File: config.mk
export PLATFORM = sky130hd
export DESIGN_NAME = sha256_byte_stream_hasher
export DESIGN_NICKNAME = d
export VERILOG_FILES = /design/src/sha_pkg.sv /design/src/sha_front.sv /design/src/sha_blkq.sv /design/src/sha_core.sv /design/src/sha256_byte_stream_hasher.sv
export SDC_FILE = /design/constraint.sdc
export NUM_CORES = 2
export LEC_CHECK = 0
export ABC_CLOCK_PERIOD_IN_PS = 26100
export BUFFER_PORTS_ARGS = -buffer_cell sky130_fd_sc_hd__buf_2
export CORE_ASPECT_RATIO = 1.75
export CORE_MARGIN = 2
export CORE_UTILIZATION = 30
export CTS_BUF_LIST = sky130_fd_sc_hd__clkbuf_2 sky130_fd_sc_hd__clkbuf_4 sky130_fd_sc_hd__clkbuf_8
export DETAILED_ROUTE_END_ITERATION = 12
export REMOVE_ABC_BUFFERS = 1
export SYNTH_ARGS = -nofsm -noshare
export SYNTH_HDL_FRONTEND = slang
export SYNTH_SLANG_ARGS = --single-unit
export TNS_END_PERCENT = 20
File: constraint.sdc
create_clock -name clk -period 26.1 [get_ports clk]
set_input_delay 0 -clock clk [delete_from_list [all_inputs] [get_ports clk]]
set_output_delay 0 -clock clk [all_outputs]
set_load 0.02 [all_outputs]
File: src/sha_pkg.sv
package sha_pkg;

	localparam int BlockWords = 16;
	localparam int WordIdxW   = $clog2(BlockWords);
	localparam int Rounds     = 64;
	localparam int RoundW     = $clog2(Rounds);

	localparam logic [7:0] PAD_MARK  = 8'h80;
	localparam logic [5:0] LEN_POS   = 6'd56;
	localparam logic [5:0] LAST_FILL = 6'd63;

	localparam logic [31:0] RoundK [Rounds] = '{
		32'h428a2f98, 32'h71374491, 32'hb5c0fbcf, 32'he9b5dba5,
		32'h3956c25b, 32'h59f111f1, 32'h923f82a4, 32'hab1c5ed5,
		32'hd807aa98, 32'h12835b01, 32'h243185be, 32'h550c7dc3,
		32'h72be5d74, 32'h80deb1fe, 32'h9bdc06a7, 32'hc19bf174,
		32'he49b69c1, 32'hefbe4786, 32'h0fc19dc6, 32'h240ca1cc,
		32'h2de92c6f, 32'h4a7484aa, 32'h5cb0a9dc, 32'h76f988da,
		32'h983e5152, 32'ha831c66d, 32'hb00327c8, 32'hbf597fc7,
		32'hc6e00bf3, 32'hd5a79147, 32'h06ca6351, 32'h14292967,
		32'h27b70a85, 32'h2e1b2138, 32'h4d2c6dfc, 32'h53380d13,
		32'h650a7354, 32'h766a0abb, 32'h81c2c92e, 32'h92722c85,
		32'ha2bfe8a1, 32'ha81a664b, 32'hc24b8b70, 32'hc76c51a3,
		32'hd192e819, 32'hd6990624, 32'hf40e3585, 32'h106aa070,
		32'h19a4c116, 32'h1e376c08, 32'h2748774c, 32'h34b0bcb5,
		32'h391c0cb3, 32'h4ed8aa4a, 32'h5b9cca4f, 32'h682e6ff3,
		32'h748f82ee, 32'h78a5636f, 32'h84c87814, 32'h8cc70208,
		32'h90befffa, 32'ha4506ceb, 32'hbef9a3f7, 32'hc67178f2
	};

	localparam logic [31:0] InitHash [8] = '{
		32'h6a09e667, 32'hbb67ae85, 32'h3c6ef372, 32'ha54ff53a,
		32'h510e527f, 32'h9b05688c, 32'h1f83d9ab, 32'h5be0cd19
	};

	// Write request from the front into the block queue.
	typedef struct packed {
		logic                we;
		logic [WordIdxW-1:0] widx;
		logic [31:0]         wdata;
		logic                commit;
		logic                last;
	} blk_wr_t;

	// Read request from the compression core into the block queue.
	typedef struct packed {
		logic [WordIdxW-1:0] ridx;
		logic                rel;
	} blk_rd_t;

	typedef struct packed {
		logic avail;
		logic last;
	} blk_stat_t;

	typedef enum logic {
		FR_IDLE,
		FR_PAD
	} front_state_t;

	typedef enum logic [1:0] {
		CR_IDLE,
		CR_RUN,
		CR_ADD
	} core_state_t;

	function automatic logic [31:0] ror(input logic [31:0] x, input int unsigned k);
		return (x >> k) | (x << (32 - k));
	endfunction

	function automatic logic [31:0] big0(input logic [31:0] x);
		return ror(x, 2) ^ ror(x, 13) ^ ror(x, 22);
	endfunction

	function automatic logic [31:0] big1(input logic [31:0] x);
		return ror(x, 6) ^ ror(x, 11) ^ ror(x, 25);
	endfunction

	function automatic logic [31:0] sig0(input logic [31:0] x);
		return ror(x, 7) ^ ror(x, 18) ^ (x >> 3);
	endfunction

	function automatic logic [31:0] sig1(input logic [31:0] x);
		return ror(x, 17) ^ ror(x, 19) ^ (x >> 10);
	endfunction

endpackage

File: src/sha_front.sv
module sha_front (
	input  logic              clk,
	input  logic              arst_n,
	input  logic              push,
	output logic              full,
	input  logic [7:0]        data_byte,
	input  logic              byte_present,
	input  logic              end_of_message,
	input  logic              space,
	output sha_pkg::blk_wr_t  wr
);

	sha_pkg::front_state_t state_q, state_d;
	logic [5:0]  fill_q;
	logic [23:0] acc_q;
	logic [63:0] count_q;
	logic [63:0] len_q;
	logic        pad_first_q;
	logic        len_phase_q;

	logic        accept;
	logic        byte_we;
	logic [7:0]  byte_val;

	always_comb begin
		state_d  = state_q;
		accept   = 1'b0;
		byte_we  = 1'b0;
		byte_val = data_byte;
		full     = 1'b1;
		unique case (state_q)
			sha_pkg::FR_IDLE: begin
				full    = !space;
				accept  = push && space;
				byte_we = accept && byte_present;
				if (accept && end_of_message) begin
					state_d = sha_pkg::FR_PAD;
				end
			end
			sha_pkg::FR_PAD: begin
				byte_we = space;
				// Length bytes go out big-endian, one per position from 56 to 63.
				if (pad_first_q) begin
					byte_val = sha_pkg::PAD_MARK;
				end else if (len_phase_q || fill_q == sha_pkg::LEN_POS) begin
					byte_val = len_q[{~fill_q[2:0], 3'b000} +: 8];
				end else begin
					byte_val = 8'h00;
				end
				if (space && !pad_first_q && len_phase_q && fill_q == sha_pkg::LAST_FILL) begin
					state_d = sha_pkg::FR_IDLE;
				end
			end
			default: begin
				state_d = sha_pkg::FR_IDLE;
			end
		endcase
	end

	always_comb begin
		wr.we     = byte_we && (fill_q[1:0] == 2'b11);
		wr.widx   = fill_q[5:2];
		wr.wdata  = {acc_q, byte_val};
		wr.commit = byte_we && (fill_q == sha_pkg::LAST_FILL);
		wr.last   = (state_q == sha_pkg::FR_PAD) && !pad_first_q && len_phase_q;
	end

	always_ff @(posedge clk or negedge arst_n) begin
		if (!arst_n) begin
			state_q     <= sha_pkg::FR_IDLE;
			fill_q      <= '0;
			count_q     <= '0;
			pad_first_q <= 1'b0;
			len_phase_q <= 1'b0;
		end else begin
			state_q <= state_d;
			if (byte_we) begin
				fill_q <= fill_q + 6'd1;
			end
			if (state_q == sha_pkg::FR_PAD && byte_we) begin
				pad_first_q <= 1'b0;
				if (!pad_first_q && fill_q == sha_pkg::LEN_POS) begin
					len_phase_q <= 1'b1;
				end
			end
			if (accept) begin
				if (end_of_message) begin
					count_q     <= '0;
					pad_first_q <= 1'b1;
					len_phase_q <= 1'b0;
				end else if (byte_present) begin
					count_q <= count_q + 64'd8;
				end
			end
		end
	end

	always_ff @(posedge clk) begin
		if (byte_we) begin
			acc_q <= {acc_q[15:0], byte_val};
		end
		if (accept && end_of_message) begin
			len_q <= byte_present ? count_q + 64'd8 : count_q;
		end
	end

endmodule

File: src/sha_blkq.sv
module sha_blkq (
	input  logic               clk,
	input  logic               arst_n,
	input  sha_pkg::blk_wr_t   wr,
	input  sha_pkg::blk_rd_t   rd,
	output logic               space,
	output sha_pkg::blk_stat_t stat,
	output logic [31:0]        rdata
);

	localparam int Depth = 2 * sha_pkg::BlockWords;

	logic [31:0] mem [Depth];
	logic [31:0] rdata_q;
	logic [1:0]  busy_q;
	logic [1:0]  last_q;
	logic        wr_ptr_q;
	logic        rd_ptr_q;

	// Two block slots: the front fills one while the core reads the other.
	always_ff @(posedge clk) begin
		if (wr.we) begin
			mem[{wr_ptr_q, wr.widx}] <= wr.wdata;
		end
		rdata_q <= mem[{rd_ptr_q, rd.ridx}];
	end

	always_ff @(posedge clk or negedge arst_n) begin
		if (!arst_n) begin
			busy_q   <= '0;
			last_q   <= '0;
			wr_ptr_q <= 1'b0;
			rd_ptr_q <= 1'b0;
		end else begin
			if (wr.commit) begin
				busy_q[wr_ptr_q] <= 1'b1;
				last_q[wr_ptr_q] <= wr.last;
				wr_ptr_q         <= !wr_ptr_q;
			end
			if (rd.rel) begin
				busy_q[rd_ptr_q] <= 1'b0;
				rd_ptr_q         <= !rd_ptr_q;
			end
		end
	end

	assign space      = !busy_q[wr_ptr_q];
	assign stat.avail = busy_q[rd_ptr_q];
	assign stat.last  = last_q[rd_ptr_q];
	assign rdata      = rdata_q;

endmodule

File: src/sha_core.sv
module sha_core (
	input  logic               clk,
	input  logic               arst_n,
	input  sha_pkg::blk_stat_t stat,
	input  logic [31:0]        rdata,
	output sha_pkg::blk_rd_t   rd,
	input  logic               pop,
	output logic               empty,
	output logic [31:0]        digest_word,
	output logic [2:0]         word_index,
	output logic               last_word
);

	sha_pkg::core_state_t state_q, state_d;
	logic [sha_pkg::RoundW-1:0] rnd_q;
	logic        last_blk_q;
	logic [31:0] h_q [8];
	logic [31:0] v_q [8];
	logic [31:0] w_q [sha_pkg::BlockWords];
	logic [31:0] dig_q [8];
	logic        out_pend_q;
	logic [2:0]  out_idx_q;

	logic        start;
	logic [31:0] w_cur;
	logic [31:0] t1;
	logic [31:0] t2;
	logic [31:0] ch;
	logic [31:0] maj;

	// The first sixteen rounds take message words straight from the queue.
	always_comb begin
		if (rnd_q < sha_pkg::RoundW'(sha_pkg::BlockWords)) begin
			w_cur = rdata;
		end else begin
			w_cur = w_q[0] + sha_pkg::sig0(w_q[1]) + w_q[9] + sha_pkg::sig1(w_q[14]);
		end
		ch  = (v_q[4] & v_q[5]) ^ (~v_q[4] & v_q[6]);
		maj = (v_q[0] & v_q[1]) ^ (v_q[0] & v_q[2]) ^ (v_q[1] & v_q[2]);
		t1  = v_q[7] + sha_pkg::big1(v_q[4]) + ch + sha_pkg::RoundK[rnd_q] + w_cur;
		t2  = sha_pkg::big0(v_q[0]) + maj;
	end

	always_comb begin
		state_d = state_q;
		start   = 1'b0;
		rd.ridx = '0;
		rd.rel  = 1'b0;
		unique case (state_q)
			sha_pkg::CR_IDLE: begin
				// A final block waits until the previous digest has been drained.
				if (stat.avail && !(stat.last && out_pend_q)) begin
					start   = 1'b1;
					state_d = sha_pkg::CR_RUN;
				end
			end
			sha_pkg::CR_RUN: begin
				rd.ridx = rnd_q[sha_pkg::WordIdxW-1:0] + sha_pkg::WordIdxW'(1);
				rd.rel  = (rnd_q == sha_pkg::RoundW'(sha_pkg::BlockWords - 1));
				if (rnd_q == sha_pkg::RoundW'(sha_pkg::Rounds - 1)) begin
					state_d = sha_pkg::CR_ADD;
				end
			end
			sha_pkg::CR_ADD: begin
				state_d = sha_pkg::CR_IDLE;
			end
			default: begin
				state_d = sha_pkg::CR_IDLE;
			end
		endcase
	end

	always_ff @(posedge clk or negedge arst_n) begin
		if (!arst_n) begin
			state_q    <= sha_pkg::CR_IDLE;
			rnd_q      <= '0;
			out_pend_q <= 1'b0;
			out_idx_q  <= '0;
			for (int i = 0; i < 8; i++) begin
				h_q[i] <= sha_pkg::InitHash[i];
			end
		end else begin
			state_q <= state_d;
			if (start) begin
				rnd_q <= '0;
			end else if (state_q == sha_pkg::CR_RUN) begin
				rnd_q <= rnd_q + sha_pkg::RoundW'(1);
			end
			if (state_q == sha_pkg::CR_ADD) begin
				for (int i = 0; i < 8; i++) begin
					h_q[i] <= last_blk_q ? sha_pkg::InitHash[i] : h_q[i] + v_q[i];
				end
			end
			// A final block only starts with no digest pending, so a pop never meets a new digest.
			if (state_q == sha_pkg::CR_ADD && last_blk_q) begin
				out_pend_q <= 1'b1;
				out_idx_q  <= '0;
			end else if (pop && out_pend_q) begin
				out_idx_q <= out_idx_q + 3'd1;
				if (out_idx_q == 3'd7) begin
					out_pend_q <= 1'b0;
				end
			end
		end
	end

	always_ff @(posedge clk) begin
		if (start) begin
			last_blk_q <= stat.last;
			for (int i = 0; i < 8; i++) begin
				v_q[i] <= h_q[i];
			end
		end else if (state_q == sha_pkg::CR_RUN) begin
			v_q[0] <= t1 + t2;
			v_q[1] <= v_q[0];
			v_q[2] <= v_q[1];
			v_q[3] <= v_q[2];
			v_q[4] <= v_q[3] + t1;
			v_q[5] <= v_q[4];
			v_q[6] <= v_q[5];
			v_q[7] <= v_q[6];
			for (int i = 0; i < sha_pkg::BlockWords - 1; i++) begin
				w_q[i] <= w_q[i + 1];
			end
			w_q[sha_pkg::BlockWords - 1] <= w_cur;
		end
		if (state_q == sha_pkg::CR_ADD && last_blk_q) begin
			for (int i = 0; i < 8; i++) begin
				dig_q[i] <= h_q[i] + v_q[i];
			end
		end
	end

	assign empty       = !out_pend_q;
	assign digest_word = dig_q[out_idx_q];
	assign word_index  = out_idx_q;
	assign last_word   = (out_idx_q == 3'd7);

endmodule

File: src/sha256_byte_stream_hasher.sv
// SHA-256 over a byte stream. Each request may carry one message byte and may close the
// message; a closing request yields eight digest words, h0 first, after which the hasher
// starts a new message from the initial hash. Incoming bytes are taken one per cycle
// while the queue has space, into a two-slot block queue; the compression core handles
// each 64-byte block in a start step, one round per cycle and a final-add step, so the
// front can fill one slot while the core compresses the other, and push is held off by
// full whenever both slots are occupied. After a closing request the front generates 9 to
// 72 padding bytes at one per cycle while space allows, and takes no requests meanwhile.
// A final block is not compressed until the previous digest has been fully popped.
module sha256_byte_stream_hasher (
	input  logic        clk,
	input  logic        arst_n,
	input  logic        push,
	output logic        full,
	input  logic [7:0]  data_byte,
	input  logic        byte_present,
	input  logic        end_of_message,
	output logic        empty,
	input  logic        pop,
	output logic [31:0] digest_word,
	output logic [2:0]  word_index,
	output logic        last_word
);

	sha_pkg::blk_wr_t   wr;
	sha_pkg::blk_rd_t   rd;
	sha_pkg::blk_stat_t stat;
	logic               space;
	logic [31:0]        rdata;

	sha_front u_front (
		.clk            (clk),
		.arst_n         (arst_n),
		.push           (push),
		.full           (full),
		.data_byte      (data_byte),
		.byte_present   (byte_present),
		.end_of_message (end_of_message),
		.space          (space),
		.wr             (wr)
	);

	sha_blkq u_blkq (
		.clk    (clk),
		.arst_n (arst_n),
		.wr     (wr),
		.rd     (rd),
		.space  (space),
		.stat   (stat),
		.rdata  (rdata)
	);

	sha_core u_core (
		.clk         (clk),
		.arst_n      (arst_n),
		.stat        (stat),
		.rdata       (rdata),
		.rd          (rd),
		.pop         (pop),
		.empty       (empty),
		.digest_word (digest_word),
		.word_index  (word_index),
		.last_word   (last_word)
	);

endmodule
==> impl_results.md <==
* Status: finished, final reports clean
* Worst slew pin tran at 1.29 ns
* Hold Violations, Final at 0
* Ys flop type: edfxtp_1
* Most common cell after layout, fill and taps aside: edfxtp_1
* Count of flip-flops with a built-in enable after synthesis at roughly 2100
* CP Max Fanout at 6
* Finished Cell Area at between 0.1 and 0.15 sq mm
* Syn avg cell area at 13.1 sq um
* Area of the multi-input gates at 0.0451 sq mm
* Worst-skew pair later-pin latency at 1.08 ns
* CTS H-tree lvls at 5
* FF+latch area at 0.0735 sq mm
* Initial core utilization at a little under a third
* Type of origin of the critical path: flip-flop
* RSZ-0062 raised after global routing: false
* Filler Cell Count at between 30000 and 40000
* Hpwl dp at 273 mm
* DRT antenna net count at 0
* Remaining global-route overflow at 0
* Largest net degree at the start of global routing at ~170
* DRC Markers at 0
* Mapped Cells at 9257
* Die X-Extent at 484 um
* Worst r2r path cells at 38
* Critical path capture point type: flip-flop
* DR vias at 78214
* CP max-delay cell: o21ai_0
* Drt first pass iters at 6
* Top-Level Pins at 52
* Post-synthesis sequential area ratio at just over 60%
* Worst-path clk slew at 0.07 ns
* Initial antenna violation count at 19
* First-pass GRT wire length at 564 mm
* CTS tree: done
* Postcts setup bufs at 0
* DR WL/cell at around 27 um
* Req. time, crit path at 26.85 ns
* CTS Buf Count at 376
* Clk sinks at 2510
* Root Buffer: clkbuf_8
* Die Y at 845 um
* DRT iter0 DRCs at 6737
* Min-Delay Path Depth at 5
* Core Region at 0.402 sq mm
* Final WL at 400 mm
* Layout Nets at 9983
* Placement Cell Area at 0.128 sq mm
* Clock skew at 0.0944 ns
* Drt via density at 5.21
* Vias in the first global route at 79656
* I/O Buffers at 51
* Commonest non-fill, non-tap cells in the layout: edfxtp_1 (2134), nand2_1 (1296), o21ai_0 (519)
* Unique masters post-synth at 104
* F_max at 92.7 MHz
* Max-slew headroom at 13.8%
* Deepest clock path buffer count at 4
* Hold Path Class: input pin to flip-flop
* Post-synthesis register bit count at 2510
* Layout overhead on the synthesized area at 12.2%
* Max-cap violations at 0
* WS Path Type: flip-flop to flip-flop
* Final min period at 10.79 ns
* Slowest stage delay, CP at 0.75 ns
* Share of cells above drive strength 1 at 14.3%
* Row count at 308
* # setup viols final at 0
* Synthesis warning total at 0
* GRT Util Overall at 19.0%
* Final Cycle Share at approximately two fifths
* Die area at 0.409 sq mm
* Async set-reset flop share out of synthesis at 13.7%
* Worst EP arrival at 11.54 ns
* Netlist Area Pre-Place at 0.121 sq mm
* Final Max Slew Viols at 0
* Placer congestion estimate at around 1
## cell usage after synthesis (all sizes together), types with 33 or more instances
| library cell | n | area share (%) |
|---|---|---|
| a21o | 173 | 1.1 |
| nand3 | 95 | 0.40 |
| and3 | 177 | 0.91 |
| o31ai | 46 | 0.29 |
| o21bai | 38 | 0.24 |
| a31oi | 174 | 0.90 |
| nor3 | 71 | 0.31 |
| inv | 285 | 0.88 |
| nand4 | 33 | 0.18 |
| xnor2 | 490 | 3.5 |
| o21a | 72 | 0.45 |
| o221ai | 135 | 0.98 |
| o21ai | 527 | 2.2 |
| nor2 | 347 | 1.1 |
| a21oi | 363 | 1.5 |
| xor2 | 168 | 1.2 |
| buf | 47 | 0.16 |
| mux2i | 148 | 1.2 |
| a211oi | 43 | 0.27 |
| dfstp | 136 | 3.0 |
| dfrtp | 208 | 4.3 |
| mux2 | 164 | 1.5 |
| nand2 | 1303 | 4.0 |
| ha | 397 | 4.1 |
| fa | 195 | 3.2 |
| o22a | 117 | 0.85 |
| mux4 | 144 | 2.7 |
| edfxtp | 2134 | 53 |
| clkbuf | 429 | 1.3 |
| nor2b | 50 | 0.26 |
| a22o | 125 | 0.90 |
| nand2b | 71 | 0.37 |
## worst max-delay path: cells and delay by family, from the launching register on
kind / cells / cell delay, ns
simple gates: 4 / 0.78
xor+xnor: 5 / 0.92
compound gates: 17 / 4.52
buf+inv: 4 / 0.25
flops: 1 / 0.47
fa+ha+maj: 8 / 3.50
## metrics by stage
stage,setup TNS (ns),setup WS [ns],std cells,utilization [%],hold slack (ns)
finish,0,15.31,15001,33.8,0.0871
global route,0,14.68,14992,33.8,0.0681
CTS,0,15.34,14949,33.8,0.0320
detailed placement,0,15.46,14250,31.8,0.0993
global placement,0,15.37,14250,31.8,0.0954
floorplan,-15.31,-0.475,8781,-,-0.296
## what timing repair did
item / CTS / global route
gates resized for setup: 0 / 0
hold endpoints to repair: 530 / 0
hold buffers: 19 / 0
## cell type report
type	instances	share of cell area, %
Timing Repair Buffer	218	1.24
Multi-Input combinational cell	5983	33.2
Tap cell	5270	4.85
Sequential cell	2510	54.1
Clock buffer	522	4.77
Antenna cell	52	0.0958
Clock inverter	158	0.864
Inverter	288	0.811
## metal layers
metal  share of wire [%]  global-route usage, %  vias up
met4                 9.8                   15.9        4
li1                    -                      -    34723
met1                  33                   18.7    39611
met5              0.0065                      0        -
met3                 4.4                   2.63     1174
met2                  52                   35.0     2702
## sequential cells by signal, summed over array words and instances (netlist names), 2 cells and up
name	count
u_blkq.mem	1024
u_core.w_q	512
u_core.dig_q	256
u_core.h_q	256
u_core.v_q	256
u_front.count_q	61
u_front.len_q	61
u_blkq.rdata	32
u_front.acc_q	24
u_core.rnd_q	6
u_front.fill_q	6
u_core.word_index	3
u_blkq.busy_q	2
u_blkq.last_q	2
u_core.state_q	2
## worst paths after layout
| kind | start | slack (ns) | end |
|---|---|---|---|
| setup / recovery | u_core.w_q[14][20] | 15.31 | u_core.v_q[0][29] |
| hold / removal | pop | 0.09 | u_core.word_index[0] |
| setup reg to reg | u_core.w_q[14][20] | 15.31 | u_core.v_q[0][29] |
| hold reg to reg | u_core.w_q[10][22] | 0.37 | u_core.w_q[9][22] |
| max in group asynchronous | arst_n | 24.19 | u_front.count_q[63] |
| min in group asynchronous | arst_n | 0.19 | u_core.h_q[139] |
## kinds of logic after synthesis
logic type | synth area share (%)
DFF | 60.7
and+or+nand+nor | 8.19
AOI/OAI and AO/OA | 11.1
buffers and inverters | 2.38
xor gates and xnor gates | 4.78
adders and majority gates | 7.47
muxes | 5.43
Power is not shown: default switching activity piles up to over one toggle a cycle in this logic, so the estimate is an artifact.
